<file path="src/sv/coin_changer_greedy_dispense_unit_assert.svh">
// Assertion helpers shared by the changer modules.
// Each macro expects signals named clock and reset in scope.
`ifndef COIN_CHANGER_GREEDY_DISPENSE_UNIT_ASSERT_SVH
`define COIN_CHANGER_GREEDY_DISPENSE_UNIT_ASSERT_SVH

// Same-cycle implication.
`define CCGD_ASSERT_NOW(lbl, ante, cons, msg) \
   lbl: assert property (@(posedge clock) disable iff (reset) (ante) |-> (cons)) \
      else $error(msg);

// Next-cycle implication.
`define CCGD_ASSERT_NEXT(lbl, ante, cons, msg) \
   lbl: assert property (@(posedge clock) disable iff (reset) (ante) |=> (cons)) \
      else $error(msg);

`endif

</file>
<file path="src/sv/ccgd_pkg.sv">
package ccgd_pkg;

   localparam int NUM_DENOM   = 6;
   localparam int IDX_W       = 3;
   localparam int DENOM_W     = 8;
   localparam int REM_W       = 16;
   localparam int RECIP_W     = 22;
   localparam int RECIP_SHIFT = 24;
   localparam int QUOT_W      = 14;
   localparam int PROD_W      = REM_W + RECIP_W;
   localparam int QD_W        = QUOT_W + DENOM_W;
   localparam int PAID_W      = 10;
   localparam int CREDIT_W    = 16;
   localparam int PRICE_W     = 15;
   localparam int UNPAID_W    = 17;
   localparam int RETAIN_W    = 32;
   localparam int COUNT_W     = 16;

   localparam logic [IDX_W-1:0] LAST_IDX = IDX_W'(NUM_DENOM - 1);

   // transaction opcodes
   localparam logic [1:0] OP_INSERT   = 2'd0;
   localparam logic [1:0] OP_PURCHASE = 2'd1;
   localparam logic [1:0] OP_LOAD     = 2'd2;

   typedef enum logic [3:0] {
      ST_IDLE,
      ST_INS_WR,
      ST_LOAD,
      ST_PAY_START,
      ST_PAY_MUL,
      ST_PAY_DIV,
      ST_PAY_UPD,
      ST_PAY_END,
      ST_DONE
   } state_type;

   typedef struct packed {
      logic mul;
      logic div;
      logic upd;
   } step_ctl_type;

   function automatic logic [DENOM_W-1:0] denom_value(input logic [IDX_W-1:0] idx);
      logic [DENOM_W-1:0] v;
      case (idx)
         3'd0: v = 8'd200;
         3'd1: v = 8'd100;
         3'd2: v = 8'd50;
         3'd3: v = 8'd20;
         3'd4: v = 8'd10;
         3'd5: v = 8'd5;
         default: v = 8'd5;
      endcase
      return v;
   endfunction

   // floor(2^24 / denomination)
   function automatic logic [RECIP_W-1:0] denom_recip(input logic [IDX_W-1:0] idx);
      logic [RECIP_W-1:0] v;
      case (idx)
         3'd0: v = 22'd83886;
         3'd1: v = 22'd167772;
         3'd2: v = 22'd335544;
         3'd3: v = 22'd838860;
         3'd4: v = 22'd1677721;
         3'd5: v = 22'd3355443;
         default: v = 22'd3355443;
      endcase
      return v;
   endfunction

endpackage

</file>
<file path="src/sv/ccgd_ram.sv">
module ccgd_ram #(
   parameter int WIDTH = 10,
   parameter int DEPTH = 6
) (
   input  logic                     clock,
   input  logic                     we,
   input  logic [$clog2(DEPTH)-1:0] waddr,
   input  logic [WIDTH-1:0]         wdata,
   input  logic                     re,
   input  logic [$clog2(DEPTH)-1:0] raddr,
   output logic [WIDTH-1:0]         rdata
);

   logic [WIDTH-1:0] mem [DEPTH];
   logic [WIDTH-1:0] rdata_ff;

   always_ff @(posedge clock) begin
      if (we) begin
         mem[waddr] <= wdata;
      end
      if (re) begin
         rdata_ff <= mem[raddr];
      end
   end

   assign rdata = rdata_ff;

endmodule

</file>
<file path="src/sv/ccgd_step.sv">
`include "coin_changer_greedy_dispense_unit_assert.svh"

module ccgd_step
   import ccgd_pkg::*;
#(
   parameter int STOCK_BITS = 10
) (
   input  logic                  clock,
   input  logic                  reset,
   input  step_ctl_type          ctl,
   input  logic [IDX_W-1:0]      idx,
   input  logic [REM_W-1:0]      rem,
   input  logic [STOCK_BITS-1:0] stock,
   output logic [STOCK_BITS-1:0] take,
   output logic [STOCK_BITS-1:0] stock_left,
   output logic [REM_W-1:0]      rem_next
);

   localparam int SV_W  = STOCK_BITS + DENOM_W;
   localparam int CMP_W = (STOCK_BITS > QUOT_W) ? STOCK_BITS : QUOT_W;

   logic [PROD_W-1:0]     prod_ff, prod_in;
   logic [STOCK_BITS-1:0] stock_ff, stock_in;
   logic [SV_W-1:0]       stock_val_ff, stock_val_in;
   logic [QUOT_W-1:0]     q0_ff, q0_in;
   logic [QD_W-1:0]       qd_ff, qd_in;

   logic [DENOM_W-1:0] d;
   logic [REM_W-1:0]   r0, r;
   logic               fix, fits;
   logic [QUOT_W-1:0]  q;

   assign d = denom_value(idx);

   // reciprocal estimate, stock value and quotient back-multiply
   always_comb begin
      prod_in      = prod_ff;
      stock_in     = stock_ff;
      stock_val_in = stock_val_ff;
      q0_in        = q0_ff;
      qd_in        = qd_ff;
      if (ctl.mul) begin
         prod_in      = PROD_W'(rem) * PROD_W'(denom_recip(idx));
         stock_in     = stock;
         stock_val_in = SV_W'(stock) * SV_W'(d);
      end
      if (ctl.div) begin
         q0_in = prod_ff[RECIP_SHIFT +: QUOT_W];
         qd_in = QD_W'(prod_ff[RECIP_SHIFT +: QUOT_W]) * QD_W'(d);
      end
   end

   always_ff @(posedge clock) begin
      prod_ff      <= prod_in;
      stock_ff     <= stock_in;
      stock_val_ff <= stock_val_in;
      q0_ff        <= q0_in;
      qd_ff        <= qd_in;
   end

   // estimate is exact or one low
   always_comb begin
      r0   = rem - qd_ff[REM_W-1:0];
      fix  = (r0 >= REM_W'(d));
      r    = fix ? (r0 - REM_W'(d)) : r0;
      q    = q0_ff + QUOT_W'(fix);
      fits = (CMP_W'(q) <= CMP_W'(stock_ff));
      if (fits) begin
         take     = STOCK_BITS'(q);
         rem_next = r;
      end else begin
         take     = stock_ff;
         rem_next = rem - REM_W'(stock_val_ff);
      end
      stock_left = stock_ff - take;
   end

   `CCGD_ASSERT_NOW(a_rem_never_grows, ctl.upd, rem_next <= rem, "remainder grew")
   `CCGD_ASSERT_NOW(a_rem_below_coin, ctl.upd && fits, r < REM_W'(d), "quotient fix failed")

endmodule

</file>
<file path="src/sv/coin_changer_greedy_dispense_unit.sv">
// Channel | Direction | Handshake             | Contents
// req     | in        | req_valid / req_ready | op, coin code, price, stock value
// rsp     | out       | rsp_valid / rsp_ready | coins paid, unpaid change, totals
//
// States before rsp_valid: insert/load: write, done; purchase owing change: start, per
// denomination mul/div/update, closing, done; owing nothing: start, closing, done; bad coin/op: done.
// req_ready returns in the same cycle that the result lands in the output register.
// Each denomination: stock read, reciprocal multiply, back-multiply, fix/write-back.
// Reset is synchronous; stock RAM is not cleared, per-entry valid bits read unwritten
// counts as zero. A stalled rsp holds the next transaction in its final state.
`include "coin_changer_greedy_dispense_unit_assert.svh"

module coin_changer_greedy_dispense_unit
   import ccgd_pkg::*;
#(
   parameter int STOCK_BITS = 10
) (
   input  logic                       clock,
   input  logic                       reset,
   input  logic                       req_valid,
   output logic                       req_ready,
   input  logic [1:0]                 req_op,
   input  logic [2:0]                 req_coin_code,
   input  logic [7:0]                 req_price_euros,
   input  logic [6:0]                 req_price_cents,
   input  logic [9:0]                 req_stock_value,
   output logic                       rsp_valid,
   input  logic                       rsp_ready,
   output logic [PAID_W-1:0]          rsp_paid_200,
   output logic [PAID_W-1:0]          rsp_paid_100,
   output logic [PAID_W-1:0]          rsp_paid_50,
   output logic [PAID_W-1:0]          rsp_paid_20,
   output logic [PAID_W-1:0]          rsp_paid_10,
   output logic [PAID_W-1:0]          rsp_paid_5,
   output logic signed [UNPAID_W-1:0] rsp_unpaid_change,
   output logic [RETAIN_W-1:0]        rsp_retained_sum,
   output logic [COUNT_W-1:0]         rsp_short_transactions,
   output logic [COUNT_W-1:0]         rsp_all_transactions
);

   localparam int WIDE_W = (STOCK_BITS > PAID_W) ? STOCK_BITS : PAID_W;

   // control
   state_type state_ff, state_in;
   logic      rsp_valid_ff, rsp_valid_in;
   logic [NUM_DENOM-1:0] valid_ff, valid_in;
   logic      rd_valid_ff;

   // captured transaction
   logic [2:0]   code_ff, code_in;
   logic [7:0]   euros_ff, euros_in;
   logic [6:0]   cents_ff, cents_in;
   logic [9:0]   sval_ff, sval_in;

   // purchase datapath
   logic [IDX_W-1:0]           idx_ff, idx_in;
   logic [REM_W-1:0]           rem_ff, rem_in;
   logic signed [UNPAID_W-1:0] unpaid_ff, unpaid_in;
   logic [PAID_W-1:0]          paid_ff [NUM_DENOM];
   logic [PAID_W-1:0]          paid_in [NUM_DENOM];

   // running totals
   logic [CREDIT_W-1:0] credit_ff, credit_in;
   logic [RETAIN_W-1:0] retained_ff, retained_in;
   logic [COUNT_W-1:0]  short_ff, short_in;
   logic [COUNT_W-1:0]  purchase_ff, purchase_in;

   // output register
   logic [PAID_W-1:0]          rsp_paid_ff [NUM_DENOM];
   logic signed [UNPAID_W-1:0] rsp_unpaid_ff;
   logic [RETAIN_W-1:0]        rsp_retained_ff;
   logic [COUNT_W-1:0]         rsp_short_ff;
   logic [COUNT_W-1:0]         rsp_all_ff;
   logic                       rsp_load;

   // stock RAM port signals
   logic                  ram_we, ram_re;
   logic [IDX_W-1:0]      ram_waddr, ram_raddr;
   logic [STOCK_BITS-1:0] ram_wdata, ram_rdata, rd_stock;

   step_ctl_type          step_ctl;
   logic [STOCK_BITS-1:0] step_take, step_stock_left;
   logic [REM_W-1:0]      step_rem_next;

   // scratch
   logic [PRICE_W-1:0]    price_w;
   logic [UNPAID_W-1:0]   change_w;
   logic [CREDIT_W:0]     credit_sum;
   logic [RETAIN_W:0]     retain_sum;
   logic [WIDE_W-1:0]     take_wide, sval_wide;

   ccgd_ram #(
      .WIDTH (STOCK_BITS),
      .DEPTH (NUM_DENOM)
   ) u_stock_ram (
      .clock (clock),
      .we    (ram_we),
      .waddr (ram_waddr),
      .wdata (ram_wdata),
      .re    (ram_re),
      .raddr (ram_raddr),
      .rdata (ram_rdata)
   );

   ccgd_step #(
      .STOCK_BITS (STOCK_BITS)
   ) u_step (
      .clock      (clock),
      .reset      (reset),
      .ctl        (step_ctl),
      .idx        (idx_ff),
      .rem        (rem_ff),
      .stock      (rd_stock),
      .take       (step_take),
      .stock_left (step_stock_left),
      .rem_next   (step_rem_next)
   );

   // entry never written reads as an empty tube
   assign rd_stock  = rd_valid_ff ? ram_rdata : '0;
   assign req_ready = (state_ff == ST_IDLE);
   assign rsp_valid = rsp_valid_ff;

   always_comb begin
      state_in    = state_ff;
      valid_in    = valid_ff;
      code_in     = code_ff;
      euros_in    = euros_ff;
      cents_in    = cents_ff;
      sval_in     = sval_ff;
      idx_in      = idx_ff;
      rem_in      = rem_ff;
      unpaid_in   = unpaid_ff;
      paid_in     = paid_ff;
      credit_in   = credit_ff;
      retained_in = retained_ff;
      short_in    = short_ff;
      purchase_in = purchase_ff;
      rsp_load    = 1'b0;
      ram_we      = 1'b0;
      ram_waddr   = idx_ff;
      ram_wdata   = '0;
      ram_re      = 1'b0;
      ram_raddr   = '0;
      step_ctl    = '0;

      price_w    = PRICE_W'(euros_ff) * PRICE_W'(100) + PRICE_W'(cents_ff);
      change_w   = UNPAID_W'(credit_ff) - UNPAID_W'(price_w);
      credit_sum = (CREDIT_W + 1)'(credit_ff) + (CREDIT_W + 1)'(denom_value(code_ff));
      retain_sum = (RETAIN_W + 1)'(retained_ff)
                 + (RETAIN_W + 1)'(unpaid_ff[REM_W-1:0]);
      take_wide  = WIDE_W'(step_take);
      sval_wide  = WIDE_W'(sval_ff);

      case (state_ff)
         ST_IDLE: begin
            if (req_valid) begin
               code_in   = req_coin_code;
               euros_in  = req_price_euros;
               cents_in  = req_price_cents;
               sval_in   = req_stock_value;
               unpaid_in = '0;
               for (int i = 0; i < NUM_DENOM; i++) begin
                  paid_in[i] = '0;
               end
               case (req_op)
                  OP_INSERT: begin
                     if (req_coin_code < IDX_W'(NUM_DENOM)) begin
                        ram_re    = 1'b1;
                        ram_raddr = req_coin_code;
                        state_in  = ST_INS_WR;
                     end else begin
                        state_in = ST_DONE;
                     end
                  end
                  OP_PURCHASE: state_in = ST_PAY_START;
                  OP_LOAD: begin
                     state_in = (req_coin_code < IDX_W'(NUM_DENOM)) ? ST_LOAD : ST_DONE;
                  end
                  default: state_in = ST_DONE;
               endcase
            end
         end
         ST_INS_WR: begin
            // read-modify-write of one tube, saturating
            ram_we          = 1'b1;
            ram_waddr       = code_ff;
            ram_wdata       = (rd_stock == '1) ? rd_stock : rd_stock + 1'b1;
            valid_in[code_ff] = 1'b1;
            credit_in       = credit_sum[CREDIT_W] ? '1 : credit_sum[CREDIT_W-1:0];
            state_in        = ST_DONE;
         end
         ST_LOAD: begin
            ram_we            = 1'b1;
            ram_waddr         = code_ff;
            ram_wdata         = sval_wide[STOCK_BITS-1:0];
            valid_in[code_ff] = 1'b1;
            state_in          = ST_DONE;
         end
         ST_PAY_START: begin
            if (!change_w[UNPAID_W-1] && (change_w != '0)) begin
               rem_in    = change_w[REM_W-1:0];
               idx_in    = '0;
               ram_re    = 1'b1;
               ram_raddr = '0;
               state_in  = ST_PAY_MUL;
            end else begin
               unpaid_in = $signed(change_w);
               state_in  = ST_PAY_END;
            end
         end
         ST_PAY_MUL: begin
            step_ctl.mul = 1'b1;
            state_in     = ST_PAY_DIV;
         end
         ST_PAY_DIV: begin
            step_ctl.div = 1'b1;
            state_in     = ST_PAY_UPD;
         end
         ST_PAY_UPD: begin
            step_ctl.upd     = 1'b1;
            ram_we           = 1'b1;
            ram_waddr        = idx_ff;
            ram_wdata        = step_stock_left;
            valid_in[idx_ff] = 1'b1;
            paid_in[idx_ff]  = take_wide[PAID_W-1:0];
            rem_in           = step_rem_next;
            if (idx_ff == LAST_IDX) begin
               unpaid_in = $signed(UNPAID_W'(step_rem_next));
               state_in  = ST_PAY_END;
            end else begin
               // prefetch next tube while this one is written back
               idx_in    = idx_ff + 1'b1;
               ram_re    = 1'b1;
               ram_raddr = idx_ff + 1'b1;
               state_in  = ST_PAY_MUL;
            end
         end
         ST_PAY_END: begin
            if (unpaid_ff > 0) begin
               retained_in = retain_sum[RETAIN_W] ? '1 : retain_sum[RETAIN_W-1:0];
               short_in    = (short_ff == '1) ? short_ff : short_ff + 1'b1;
            end
            purchase_in = (purchase_ff == '1) ? purchase_ff : purchase_ff + 1'b1;
            credit_in   = '0;
            state_in    = ST_DONE;
         end
         ST_DONE: begin
            if (!rsp_valid_ff || rsp_ready) begin
               rsp_load = 1'b1;
               state_in = ST_IDLE;
            end
         end
         default: state_in = ST_IDLE;
      endcase

      if (rsp_load) begin
         rsp_valid_in = 1'b1;
      end else if (rsp_ready) begin
         rsp_valid_in = 1'b0;
      end else begin
         rsp_valid_in = rsp_valid_ff;
      end
   end

   always_ff @(posedge clock) begin
      if (reset) begin
         state_ff     <= ST_IDLE;
         rsp_valid_ff <= 1'b0;
         valid_ff     <= '0;
         credit_ff    <= '0;
         retained_ff  <= '0;
         short_ff     <= '0;
         purchase_ff  <= '0;
      end else begin
         state_ff     <= state_in;
         rsp_valid_ff <= rsp_valid_in;
         valid_ff     <= valid_in;
         credit_ff    <= credit_in;
         retained_ff  <= retained_in;
         short_ff     <= short_in;
         purchase_ff  <= purchase_in;
      end
   end

   always_ff @(posedge clock) begin
      code_ff   <= code_in;
      euros_ff  <= euros_in;
      cents_ff  <= cents_in;
      sval_ff   <= sval_in;
      idx_ff    <= idx_in;
      rem_ff    <= rem_in;
      unpaid_ff <= unpaid_in;
      paid_ff   <= paid_in;
      if (ram_re) begin
         rd_valid_ff <= valid_ff[ram_raddr];
      end
      if (rsp_load) begin
         rsp_paid_ff     <= paid_ff;
         rsp_unpaid_ff   <= unpaid_ff;
         rsp_retained_ff <= retained_ff;
         rsp_short_ff    <= short_ff;
         rsp_all_ff      <= purchase_ff;
      end
   end

   assign rsp_paid_200           = rsp_paid_ff[0];
   assign rsp_paid_100           = rsp_paid_ff[1];
   assign rsp_paid_50            = rsp_paid_ff[2];
   assign rsp_paid_20            = rsp_paid_ff[3];
   assign rsp_paid_10            = rsp_paid_ff[4];
   assign rsp_paid_5             = rsp_paid_ff[5];
   assign rsp_unpaid_change      = rsp_unpaid_ff;
   assign rsp_retained_sum       = rsp_retained_ff;
   assign rsp_short_transactions = rsp_short_ff;
   assign rsp_all_transactions   = rsp_all_ff;

   `CCGD_ASSERT_NOW(a_no_write_idle, state_ff == ST_IDLE, !ram_we, "stock write while idle")
   `CCGD_ASSERT_NOW(a_idx_range, state_ff == ST_PAY_UPD, idx_ff <= LAST_IDX, "coin index out of range")
   `CCGD_ASSERT_NEXT(a_credit_clear, state_ff == ST_PAY_END, credit_ff == '0, "credit kept after purchase")
   `CCGD_ASSERT_NEXT(a_unpaid_nonneg, state_ff == ST_PAY_UPD && idx_ff == LAST_IDX, unpaid_ff >= 0, "negative remainder")

endmodule
</file>
<file path="config.mk">
export PLATFORM = sky130hd
export DESIGN_NAME = coin_changer_greedy_dispense_unit
export DESIGN_NICKNAME = d
export VERILOG_FILES = /design/src/sv/ccgd_pkg.sv /design/src/sv/ccgd_ram.sv /design/src/sv/ccgd_step.sv /design/src/sv/coin_changer_greedy_dispense_unit.sv
export VERILOG_INCLUDE_DIRS = /design/src /design/src/sv
export SDC_FILE = /design/constraint.sdc
export NUM_CORES = 2
export LEC_CHECK = 0
export ABC_AREA = 1
export ABC_CLOCK_PERIOD_IN_PS = 9000
export BUFFER_PORTS_ARGS = -buffer_cell sky130_fd_sc_hd__buf_4
export CELL_PAD_IN_SITES_DETAIL_PLACEMENT = 0
export CELL_PAD_IN_SITES_GLOBAL_PLACEMENT = 1
export CORE_ASPECT_RATIO = 0.5
export CORE_MARGIN = 2
export CORE_UTILIZATION = 49
export CTS_CLUSTER_DIAMETER = 60
export DETAILED_ROUTE_END_ITERATION = 12
export PLACE_DENSITY_LB_ADDON = 0.1
export SLEW_MARGIN = 40
export SYNTH_ARGS = -nofsm -noshare
export SYNTH_HDL_FRONTEND = slang
export SYNTH_HIERARCHICAL = 1
export SYNTH_SLANG_ARGS = --single-unit
</file>
<file path="constraint.sdc">
create_clock -name clock -period 9 [get_ports clock]
set_input_delay 1.8 -clock clock [delete_from_list [all_inputs] [get_ports clock]]
set_output_delay 1.8 -clock clock [all_outputs]
set_load 0.03 [all_outputs]
</file>
==> metrics list <==
* Status: complete, no violations
* Wire length of the first global-routing pass: 187000 um
- Hold Path Cell Cnt: 0
- Number of unique standard cell types used by synthesis: 63
* Netlist area before placement: around 42000 sq um
- Worst Min Path Start: paid_ff[15]$_SDFFCE_PN0P_
- Setup repair after global routing missed its margin: no
* Mean instance size in the synthesized netlist: between 8 and 9 sq um
* Post-detailed-route wirelength per cell: between 15 and 20 um
- Global routing consumed, on the met3 layer, between 3 and 4% of the routing resources.
- R2R depth: 28
- The tool flagged a number of max-cap violations equal to 0.
- Pin count of the biggest net entering global routing: 93
- The min-delay analysis places its worst path in the category flip-flop to flip-flop.
- Dividing total power by cell area gives a power density of 144 nW/um^2.
- At the worst endpoint, the required time is between 9 and 10 ns.
- In this run the standard cell core region covers 84000 sq um.
* Yosys reg bits: about 500
- Number of enable-type register cells in the synthesized netlist: a little over 400
- Yosys printed 6 warnings.
- The worst setup path is launched from a flip-flop.
- From synthesis to final layout, the design area changed by 10.6%.
* Max rail drop VDD: approximately 0.15 mV
- Die Span Y: between 200 and 250 um
- Minimum period implied by the final worst setup slack: 8.01 ns
* Area occupied by multi-input gates: between 20000 and 25000 sq um
- TritonCTS built the clock tree.
- Setup TNS: 0 ns
- Peak-usage layer in the global routing report: met2
- In this run the deepest clock path goes through 3 buffers.
- Actual slew at the worst max-slew pin: roughly 0.88 ns
- Synthesized netlist net count: 5499
- Seq/Total Area, Yosys: between 30% and 40%
- The final-report max-slew violation count is 0.
- In this run the worst path has a maximum fanout of 17.
- Storage cell area: 14000 sq um
* Die ar.: slightly below 90000 sq um
- For this run, the slowest stage of the critical path takes 0.56 ns.
- Setup slack on the worst reg-to-reg path comes out at between 0.9 and 1 ns.
- Setup violations remaining at the end of the flow were counted as 0.
- Worst reg2reg startpoint: idx_ff[1]$_SDFFCE_PN0P_
- Summed over all nets, the half-perimeter wirelength after detailed placement is around 93000 um.
* Skew final: 0.0457 ns
- Cell repeated most along the worst path: sky130_fd_sc_hd__inv_1
- For this block, the routed nets add up to about 120000 um of wire.
* Number of global-route vias before repair: ~33000
* Share of layout cells above drive strength 1: roughly 8.8%
- Buffers placed on the I/O ports in this run total 176.
- Summed over all layers, the global routing overflow is 0.
- Count of fill cells added during filler insertion: 7778
- Total setup buffers inserted after CTS: 0
- In the routed layout, each cell is associated on average with a via count of around 5.3.
- Num CTS Buffers: 48
- The routed layout has between 30000 and 40000 vias.
* Max Freq: between 100 and 150 MHz
- For this run, global-route usage on met1 was measured as approximately 40%.
* Post-cts repair resize count: 0
- STA classifies the critical path endpoint as a flip-flop.
- The final hold violation count was 0.
- The number of antenna violations at the first check in global routing was 2.
* Weighted congestion at the end of routability-driven global placement: 0.915
- Count of pins on the block boundary: about 180
- The H-tree was split into 2 levels.
- Root Buffer: sky130_fd_sc_hd__clkbuf_16
* NumNets Final: roughly 5700
- Among all stages on the critical path, the largest delay is contributed by sky130_fd_sc_hd__fa_1.
- Crit Path Class: flip-flop to flip-flop
* Filler-free cell count of the finished design: about 6100
* Cell count after synthesis: approximately 4800
* Worst Hold Endpoint: rsp_paid_10[5]$_DFFE_PP_
* Clock network latency to the later pin of the worst-skew pair: 0.63 ns
- Hold bufs inserted after CTS: 0
- Period utilization: 89.0%
- Starting utilization of the core area: 49.6%
- Endpoint of the most critical register-to-register path: u_step/prod_ff[31]$_DFFE_PP_
- # clock sinks: around 500
* Number of DRC markers in iteration 0: roughly 2500
- For met2 alone, demand over resource in global routing was about 44%.
* Clock-pin slew on the worst setup and hold paths: around 0.06 ns
* Row cnt: 75
- Measured against its own limit, the worst slew margin works out to about 40%.
* Leakage power: ~22 nW
* Antenna viol nets, final: 0
* Leading register cell type out of synthesis: sky130_fd_sc_hd__edfxtp_1
* Async SR Flop Fraction: 0%
* Number of cells in the design after placement: between 6000 and 7000
* Arrival time reported for the critical path endpoint: around 8.4 ns
* GRT Util Overall: approximately 28%
* Number of iterations in the first detailed-routing pass: 6
* Overall die width: between 400 and 500 um
- Final routed DRC violation total: 0
[registers in the layout, summed over array words and instances (netlist names), 17 cells and up]
register	cells
rsp_unpaid_change	17
paid_ff	60
retained_ff	32
u_stock_ram/mem	60
unpaid_ff	17
rsp_retained_sum	32
[where the power goes]
part	internal, W	total, W	switching [W]
clock	0.00115	0.00211	0.000965
combinational	0.000556	0.00168	0.00112
sequential	0.00274	0.00284	0.0000997
total	0.00444	0.00663	0.00219
[layout by cell type, fill, tap and decap left out, types with 19 or more instances in the layout]
master	n
sky130_fd_sc_hd__o21ai_0	241
sky130_fd_sc_hd__dfxtp_1	91
sky130_fd_sc_hd__a21oi_1	212
sky130_fd_sc_hd__fa_1	394
sky130_fd_sc_hd__buf_4	233
sky130_fd_sc_hd__a31oi_1	22
sky130_fd_sc_hd__nand2_1	956
sky130_fd_sc_hd__ha_1	299
sky130_fd_sc_hd__nand4_1	39
sky130_fd_sc_hd__edfxtp_1	406
sky130_fd_sc_hd__nand3_1	157
sky130_fd_sc_hd__nor2_2	19
sky130_fd_sc_hd__xor2_1	79
sky130_fd_sc_hd__nor3_1	38
sky130_fd_sc_hd__nor2_1	568
sky130_fd_sc_hd__xnor2_1	51
sky130_fd_sc_hd__inv_1	854
sky130_fd_sc_hd__clkbuf_16	50
[Yosys cell counts, types with 8 or more instances]
library cell | number | area share [%]
sky130_fd_sc_hd__a21oi_1 | 212 | 2.5
sky130_fd_sc_hd__a21oi_2 | 14 | 0.29
sky130_fd_sc_hd__a31oi_1 | 22 | 0.33
sky130_fd_sc_hd__buf_2 | 9 | 0.11
sky130_fd_sc_hd__clkbuf_1 | 96 | 0.87
sky130_fd_sc_hd__clkinv_1 | 11 | 0.099
sky130_fd_sc_hd__dfxtp_1 | 91 | 4.4
sky130_fd_sc_hd__edfxtp_1 | 406 | 29
sky130_fd_sc_hd__fa_1 | 394 | 19
sky130_fd_sc_hd__ha_1 | 299 | 9.0
sky130_fd_sc_hd__inv_1 | 854 | 7.7
sky130_fd_sc_hd__inv_2 | 16 | 0.14
sky130_fd_sc_hd__nand2_1 | 957 | 8.6
sky130_fd_sc_hd__nand2_2 | 12 | 0.18
sky130_fd_sc_hd__nand3_1 | 157 | 1.9
sky130_fd_sc_hd__nand3b_1 | 9 | 0.16
sky130_fd_sc_hd__nand4_1 | 39 | 0.59
sky130_fd_sc_hd__nor2_1 | 580 | 5.2
sky130_fd_sc_hd__nor2_2 | 10 | 0.15
sky130_fd_sc_hd__nor2_4 | 10 | 0.27
sky130_fd_sc_hd__nor3_1 | 40 | 0.48
sky130_fd_sc_hd__nor4_1 | 12 | 0.18
sky130_fd_sc_hd__o211ai_1 | 11 | 0.20
sky130_fd_sc_hd__o21a_1 | 8 | 0.14
sky130_fd_sc_hd__o21ai_0 | 244 | 2.9
sky130_fd_sc_hd__o21ai_1 | 16 | 0.19
sky130_fd_sc_hd__o21ai_2 | 8 | 0.17
sky130_fd_sc_hd__o21bai_1 | 13 | 0.23
sky130_fd_sc_hd__xnor2_1 | 51 | 1.1
sky130_fd_sc_hd__xor2_1 | 79 | 1.7
[per-stage QoR]
step | total power (W) | area, sq um | util (%) | hold WS [ns] | worst slack, ns
after global routing | 0.00699 | 46100 | 54.9 | 0.449 | 0.454
after floorplan | 0.00404 | 41600 | - | 0.408 | 0.680
after CTS | 0.00669 | 46100 | 54.8 | 0.446 | 1.02
final | 0.00663 | 46100 | 54.9 | 0.445 | 0.990
after global placement | 0.00454 | 44400 | 52.8 | 0.420 | 1.05
after detailed placement | 0.00456 | 44400 | 52.9 | 0.430 | 1.05
[final cells by class]
type / count / area share, %
multi-input cells: 3276 / 51.9
flip-flops and latches: 497 / 30.4
inverters: 882 / 7.19
repair buffers: 237 / 3.92
well taps: 1116 / 3.03
clock buffers: 60 / 2.86
clock inverters: 30 / 0.646
diodes: 1 / 0.00543
[layer usage]
| layer | wire, um | part of all wire [%] |
|---|---|---|
| met1 | 53200 | 45 |
| met2 | 53700 | 46 |
| met3 | 6860 | 5.8 |
| met4 | 4120 | 3.5 |
| met5 | 0 | 0 |
[critical path, delay by kind of cell, from the launching register on]
kind	cells	cell delay (ns)
compound gates	6	1.19
xor+xnor	1	0.16
fa+ha+maj	7	3.45
buf+inv	9	1.35
flops	1	0.52
simple gates	5	1.08
[how the worst max path moves through the flow]
stage	startpoint	slack, ns	end
floorplan	rsp_ready	0.68	rsp_all_transactions[0]$_DFFE_PP_
global placement	idx_ff[1]$_SDFFCE_PN0P_	1.05	u_step/prod_ff[31]$_DFFE_PP_
detailed placement	idx_ff[1]$_SDFFCE_PN0P_	1.05	u_step/prod_ff[31]$_DFFE_PP_
CTS	idx_ff[1]$_SDFFCE_PN0P_	1.02	u_step/prod_ff[31]$_DFFE_PP_
global route	rem_ff[0]$_DFFE_PP_	0.45	u_stock_ram/mem[0][7]$_DFFE_PP_
finish	idx_ff[1]$_SDFFCE_PN0P_	0.99	u_step/prod_ff[31]$_DFFE_PP_
[kinds of logic (layout without fill, tap and decap cells)]
kind of cell	count (synthesis)	count (layout)	share of synthesized area, %
xor gates and xnor gates	130	130	2.73
and+or+nand+nor	1870	1870	18.9
DFF	497	497	33.7
adders and majority gates	693	693	27.9
buffers and inverters	999	1209	9.10
AOI/OAI and AO/OA	583	583	7.73
other	0	1	0
Note: power is estimated with default switching activity, not from simulation.
